===== src/design/ghsa_pkg.sv =====
`default_nettype none

package ghsa_pkg;

	localparam int GEN_W = 32;

	typedef enum logic [1:0] {
		ACT_ALLOC   = 2'd0,
		ACT_RELEASE = 2'd1,
		ACT_QUERY   = 2'd2,
		ACT_SET     = 2'd3
	} action_t;

	typedef enum logic [1:0] {
		ERR_NONE   = 2'd0,
		ERR_HANDLE = 2'd1,
		ERR_FULL   = 2'd2
	} err_t;

	typedef enum logic [1:0] {
		ST_IDLE,
		ST_DECODE,
		ST_STACK,
		ST_SLOT
	} state_t;

	typedef struct packed {
		logic load;
		logic stack_rd;
		logic slot_rd_handle;
		logic slot_rd_stack;
		logic fresh;
		logic fail_full;
		logic fail_handle;
		logic exec;
	} ctrl_cmd_t;

	typedef struct packed {
		logic is_alloc;
		logic free_avail;
		logic fresh_avail;
		logic handle_pre_ok;
	} ctrl_sts_t;

endpackage

`default_nettype wire


===== src/design/ghsa_ctrl.sv =====
`default_nettype none

module ghsa_ctrl (
	input  wire logic                 clk,
	input  wire logic                 arst_n,
	input  wire logic                 start,
	output logic                      busy,
	input  wire ghsa_pkg::ctrl_sts_t  sts,
	output ghsa_pkg::ctrl_cmd_t       cmd
);

	import ghsa_pkg::*;

	state_t state_q;
	state_t state_d;

	always_ff @(posedge clk or negedge arst_n) begin
		if (!arst_n) begin
			state_q <= ST_IDLE;
		end else begin
			state_q <= state_d;
		end
	end

	always_comb begin
		state_d = state_q;
		cmd     = '0;
		busy    = 1'b1;
		unique case (state_q)
			ST_IDLE: begin
				busy = 1'b0;
				if (start) begin
					cmd.load = 1'b1;
					state_d  = ST_DECODE;
				end
			end
			ST_DECODE: begin
				if (sts.is_alloc) begin
					if (sts.free_avail) begin
						cmd.stack_rd = 1'b1;
						state_d      = ST_STACK;
					end else if (sts.fresh_avail) begin
						cmd.fresh = 1'b1;
						state_d   = ST_IDLE;
					end else begin
						cmd.fail_full = 1'b1;
						state_d       = ST_IDLE;
					end
				end else if (sts.handle_pre_ok) begin
					cmd.slot_rd_handle = 1'b1;
					state_d            = ST_SLOT;
				end else begin
					cmd.fail_handle = 1'b1;
					state_d         = ST_IDLE;
				end
			end
			ST_STACK: begin
				cmd.slot_rd_stack = 1'b1;
				state_d           = ST_SLOT;
			end
			ST_SLOT: begin
				cmd.exec = 1'b1;
				state_d  = ST_IDLE;
			end
			default: begin
				state_d = ST_IDLE;
			end
		endcase
	end

endmodule

`default_nettype wire


===== config.mk =====
export PLATFORM = sky130hd
export DESIGN_NAME = ghsa_ctrl
export DESIGN_NICKNAME = d
export VERILOG_FILES = /design/src/design/ghsa_pkg.sv /design/src/design/ghsa_ctrl.sv
export SDC_FILE = /design/constraint.sdc
export NUM_CORES = 1
export LEC_CHECK = 0
export BUFFER_PORTS_ARGS = -buffer_cell sky130_fd_sc_hd__buf_2
export CAP_MARGIN = 25
export CELL_PAD_IN_SITES_DETAIL_PLACEMENT = 1
export CELL_PAD_IN_SITES_GLOBAL_PLACEMENT = 1
export CORE_AREA = 2 2 39 41
export CTS_BUF_LIST = sky130_fd_sc_hd__clkbuf_16
export DETAILED_ROUTE_END_ITERATION = 7
export DIE_AREA = 0 0 41 43
export PLACE_DENSITY_LB_ADDON = 0.1
export SLEW_MARGIN = 10
export SYNTH_ARGS = -nofsm -noshare
export SYNTH_HDL_FRONTEND = slang
export SYNTH_SLANG_ARGS = --single-unit

===== constraint.sdc =====
create_clock -name clk -period 0.9 [get_ports clk]
set_input_delay 0.135 -clock clk [delete_from_list [all_inputs] [get_ports clk]]
set_output_delay 0.135 -clock clk [all_outputs]
set_load 0.005 [all_outputs]

After elaboration in Yosys (flattened, before gate mapping)
Index checks and enable logic that the tools add are counted.
- input port bits: 7
- register bits after elaboration: 2
- output and inout port bits: 9
- muxes and demuxes: 22
- eq/ne operators: 4
- reductions and logical operators: 1
- operators by type and width (cell ; count):
    $mux 2 ; 7
    $mux 1 ; 13
    $pmux 2 s4 ; 1
    $eq 2x2->1 const B ; 2
    $mux 3 ; 1
    $eq 2x1->1 const B ; 1
    $logic_not 2->1 ; 1
    $ne 2x2->1 const B ; 1

Depth between registers and ports, before layout
Gate-level depths: netlist (run 1).
- word-level depth: 4
- gate-level depth with buffers: 2

Least setup slack after synthesis (run 1)
OpenSTA, ideal clock, no wires.
- path kind: register to output
- start point: register with a tool-made name
- end point: output cmd[2] in the netlist's numbering
- setup slack: -71 ps
- path buffers: 0
- arrival: 836 ps
- cell stages (with the launch flop): 3
- cell sequence: dfrtp_1 -> nand2b_2 -> nor4b_2
- RTL lines (what ; RTL line ; RTL):
    end: declaration ; ghsa_ctrl.sv:9 ; output ghsa_pkg::ctrl_cmd_t cmd

==> results of run 1 <==
## power groups by stage
stage                     Sequential (uW)  Clock [uW]  Combinational, uW
after CTS                             193         665                565
after detailed placement              193           0                438
after global placement                194           0                441
final                                 199         653                812
after floorplan                       185           0                226
after global routing                  206         675                886
## layer usage
metal  up-vias  GRT usage
li1        119          -
met1       108     0.0897
met2         8     0.0938
met3         0     0.0157
met4         0     0.0400
met5         -          0
## final timing paths
| kind | startpoint | to | depth (start not counted) |
|---|---|---|---|
| min in group clk | start | state_q[0]$_DFFE_PN0P_ | 3 |
| setup / recovery | flip-flop | cmd[2] | 3 |
| setup reg to reg | flip-flop | state_q[0]$_DFFE_PN0P_ | 5 |
| max in group asynchronous | arst_n | state_q[0]$_DFFE_PN0P_ | 2 |
| hold reg to reg | state_q[0]$_DFFE_PN0P_ | state_q[0]$_DFFE_PN0P_ | 3 |
| hold / removal | arst_n | asynchronous set/reset pin | 2 |
## stage by stage
step           total power [uW]  utilization
2_1_floorplan               411            -
4_1_cts                    1420        0.292
3_3_place_gp                635        0.210
3_5_place_dp                631        0.210
5_1_grt                    1770        0.335
6_report                   1660        0.335
## synth_stat cells
| cell type | n | share of area |
|---|---|---|
| and2_2 | 1 | 0.045 |
| and3_1 | 1 | 0.038 |
| and4b_1 | 1 | 0.060 |
| dfrtp_1 | 2 | 0.30 |
| inv_1 | 1 | 0.023 |
| mux2i_1 | 1 | 0.060 |
| nand2b_1 | 1 | 0.038 |
| nand2b_2 | 1 | 0.053 |
| nor2_1 | 3 | 0.068 |
| nor2b_1 | 2 | 0.075 |
| nor3_1 | 1 | 0.030 |
| nor4b_2 | 1 | 0.090 |
| o21bai_1 | 1 | 0.045 |
| o22ai_1 | 1 | 0.038 |
| or2_1 | 1 | 0.038 |
## critical path, cell delays in order, from the launching register on
cell,delay [ns]
dfrtp_1,0.41
nand2b_4,0.18
nor4b_4,0.23
buf_2,0.14
## kinds of logic (layout without fill, tap and decap cells)
group / Yosys count / count (layout)
muxes: 1 / 1
and+or+nand+nor: 13 / 13
AOI/OAI and AO/OA: 2 / 2
DFF: 2 / 2
buffers and inverters: 1 / 27
## layout make-up
cell class	instances	share of cell area
Timing Repair Buffer	23	0.359
Clock buffer	3	0.162
Multi-Input combinational cell	16	0.316
Inverter	1	0.00811
Sequential cell	2	0.111
Tap cell	16	0.0432
## what timing repair did
action                                 CTS  global route
pin swaps                                4             2
gates resized for setup                  6             7
buffers inserted                         1             4
setup endpoints to repair               11            11
hold buffers                             1             0
endpoints found under the hold margin    2             0
==> results_dict.tcl, run 1 <==
set metrics [dict create \
    cts_buffer_depth 2 \
    fillers 170 \
    period_share 1.46 \
    initialDrtViolationCount 0 \
    instances_no_fill 61 \
    synth_compound_area_frac 0.0827 \
    first_pass_iters 1 \
    htreeDepth 1 \
    final_nets 54 \
    syn_nets 26 \
    path_clk_slew_ns 0.03 \
    clock-sinks 2 \
    regArea_um2 51.3 \
    syn2layout_area_growth_pct 178 \
    wl_met1_um 254 \
    antenna_found_initial 0 \
    violations "negative setup slack" \
    rsz0062_at_grt "yes" \
    intPower_uw 1230 \
    cts_tree "built" \
    hpwl_um 430 \
    routed_via_density 3.85 \
    ys_seq_area_frac 0.301 \
    cts_inserted_buffers 3 \
    setup_tns_ns -3.34 \
    pre_cts_ws_ns -0.183 \
    synth_xor_area_frac 0 \
    ys_types 15 \
    syn-cell-area_um2 166 \
    power.switching_uw 432 \
    start_kind "flip-flop" \
    wl_per_cell_um 9.20 \
    synth_simple_gate_area_frac 0.534 \
    diodes 0 \
    dpl-instance-area_um2 290 \
    max_cap_violations 0 \
    core-area_mm2 0.00138 \
    port_buffers 15 \
    die-area_mm2 0.00176 \
    die_y_um 43 \
    hold_viol_final 0 \
    crit_required_ns 0.76 \
    ant_nets 0 \
    grt_max_degree 7 \
    totalWireLength_um 561 \
    slew_headroom 0.865 \
    skew_ns 0.000500 \
    synth_fa_ha_area_frac 0 \
    drt_drc_violations_left 0 \
    die_x_um 41 \
    min_path_type "primary input to asynchronous set/reset pin" \
    first_global_vias 210 \
    fin_ws_ns -0.413 \
    avgSynthCellArea_um2 8.76 \
    holdWs_ns 0.226 \
    drive_gt1_frac 0.711 \
    swShare 0.260 \
    crit_type "flip-flop to output pin" \
    pwr-share-seq 0.120 \
    power_frac_comb 0.488 \
    status "finished with violations" \
    worst_pin_slew_ns 0.201 \
    ys_seq_elements 2 \
    min_period_ns 1.31 \
    final_common_cell "buf_2" \
    clock-root-buffer "clkbuf_16" \
    dr_wl_met2_um 269 \
    highest_layer "met3" \
    wl_met3_um 37 \
    multi_input_area_um2 146 \
    grt_pass1_wl_um 807 \
    ioPinCount 16 \
    end_kind "output pin" \
    syn_inst 19 \
    synthMuxAreaShare 0.0602 \
    power_density_mw_per_mm2 3590 \
    final_area_um2 463 \
    vias 235 \
    grt-ovfl-total 0 \
    max_freq_mhz 762 \
    peakVddDrop_mv 1.69 \
    dp_cells 52 \
    finalSetupViolCount 11 \
    pwr-share-clk 0.392 \
    ys_warn_count 0 \
    crit_arrival_ns 1.18 \
    clock_insertion_delay_worst_skew_ns 0.22 \
    routabilityCongestion 0.592 \
    final_cell_mix "buf_2, buf_6, clkbuf_16, nor2_1" \
    drv_slew 0 \
    synth_top_family_by_area "simple AND/OR/NAND/NOR gates" \
    rows 14 \
    initial_core_util 0.120 \
    p_leak_uw 0.000240 \
    crit_fanout 4 \
    track_usage 0.0672 \
    rrSetupSlack_ns -0.25 \
]
Power figures use the tool's default switching activity.
==> run 2: changes to the inputs <==
==> constraint.sdc (replaced) <==
create_clock -name clk -period 1.5 [get_ports clk]
set_input_delay 0.225 -clock clk [delete_from_list [all_inputs] [get_ports clk]]
set_output_delay 0.225 -clock clk [all_outputs]
set_load 0.005 [all_outputs]
==> run 2 against run 1 <==
The run now ends clean. Global-route usage increased by 1.1 points. Cell count fell by 11%. Clock skew is essentially flat. Largest cell class is now multi-input gates. Largest power group is now the clock network.
==> results_dict.tcl, run 2 (synthesized netlist as in run 1, its figures left out) <==
set metrics [dict create \
    initialDrtViolationCount 1 \
    syn2layout_area_growth_pct 111 \
    wl_per_cell_um 9.83 \
    finalSetupViolCount 0 \
    path_clk_slew_ns 0.03 \
    p_leak_uw 0.000190 \
    final_nets 47 \
    rrSetupSlack_ns 0.62 \
    max_cap_violations 0 \
    crit_buf_inv 1 \
    dp_cells 50 \
    max_freq_mhz 715 \
    vias 212 \
    skew_ns 0.000673 \
    die_x_um 41 \
    port_buffers 15 \
    routabilityCongestion 0.663 \
    track_usage 0.0782 \
    fin_ws_ns 0.101 \
    hold_viol_final 0 \
    min_period_ns 1.40 \
    status "finished clean" \
    reg2reg_to "state_q[0]$_DFFE_PN0P_" \
    crit_path_max_incr_delay_ns 0.43 \
    final_cell_mix "buf_2, nor2_1, clkbuf_16, nor2b_1, dfrtp_1" \
    crit_arrival_ns 1.17 \
    instances_no_fill 54 \
    crit_fanout 6 \
    routed_via_density 3.93 \
    clock_insertion_delay_worst_skew_ns 0.22 \
    cts_tree "built" \
    pre_cts_ws_ns 0.269 \
    end_kind "output pin" \
    first_global_vias 215 \
    crit_required_ns 1.27 \
    final_common_cell "buf_2" \
    hpwl_um 410 \
    drive_gt1_frac 0.553 \
    crit_type "flip-flop to output pin" \
    totalWireLength_um 531 \
    ant_nets 0 \
    start_kind "flip-flop" \
    critPathTopFamily "flip-flops" \
    diodes 0 \
    post-cts-setup-buffer-count 0 \
    first_pass_iters 2 \
    power_uw 729 \
    drt_drc_violations_left 0 \
    die_y_um 43 \
    power_density_mw_per_mm2 2070 \
    rsz0062_at_grt "no" \
    cp_slowest_cell "dfrtp_1" \
    fillers 177 \
    grt_pass1_wl_um 855 \
    antenna_found_initial 0 \
    initial_core_util 0.120 \
    peakVddDrop_mv 0.808 \
    grt_max_degree 7 \
    cts_buffer_depth 2 \
    grt-ovfl-total 0 \
    die-area_mm2 0.00176 \
    rows 14 \
    period_share 0.933 \
    clock-root-buffer "clkbuf_16" \
    htreeDepth 1 \
    cts_inserted_buffers 3 \
    slew_headroom 0.862 \
    crit_chain "nor2b_1 > and4b_1 > buf_2" \
    min_path_type "primary input to asynchronous set/reset pin" \
    drv_slew 0 \
    core-area_mm2 0.00138 \
    worst_pin_slew_ns 0.207 \
    reg2reg_depth 2 \
    clock-sinks 2 \
    ioPinCount 16 \
    setup_tns_ns 0 \
]
-- run 2: worst max path at each step --
stage               depth (start not counted)     end                    from
floorplan                                   2  cmd[2]               flip-flop
global placement                            3  cmd[2]               flip-flop
detailed placement                          3  cmd[2]               flip-flop
CTS                                         3  cmd[2]               flip-flop
global route                                3  cmd[2]               flip-flop
finish                                      3  cmd[3]  state_q[0]$_DFFE_PN0P_
-- run 2: power breakdown --
group	internal (uW)	switching (uW)
clock network	339	57.8
registers	79.8	40.5
logic	118	94.5
total	536	193
-- run 2: per-layer routing --
| layer | share of wire | vias up | GRT usage |
|---|---|---|---|
| li1 | - | 108 | - |
| met1 | 0.43 | 95 | 0.0865 |
| met2 | 0.47 | 9 | 0.0938 |
| met3 | 0.094 | 0 | 0.0471 |
| met4 | 0 | 0 | 0.0800 |
| met5 | 0 | - | 0 |
-- run 2: worst reg2reg max path, cell delays in order, from the launching register on --
cell	delay, ns
dfrtp_1	0.41
nand2b_4	0.19
o22ai_1	0.19
-- run 2: per-stage QoR --
stage | hold slack [ns] | util | area (um2)
2_1_floorplan | -0.0706 | - | 166
3_3_place_gp | 0.00958 | 0.189 | 262
3_5_place_dp | 0.0123 | 0.189 | 262
4_1_cts | 0.318 | 0.250 | 347
5_1_grt | 0.340 | 0.254 | 352
6_report | 0.325 | 0.254 | 352
-- run 2: cell type report --
type,count,area (um2),area share
multi-input combinational,16,118,0.335
timing repair buffer,16,85.1,0.242
clock buffer,3,75.1,0.214
sequential,2,50.0,0.142
tap,16,20.0,0.0569
inverter,1,3.75,0.0107
-- run 2: timing repair --
item | 4_1_cts | 5_1_grt
hold buffers | 1 | 0
hold endpoints to repair | 2 | 0
resized for setup | 0 | 1
endpoints found under the setup margin | 0 | 1
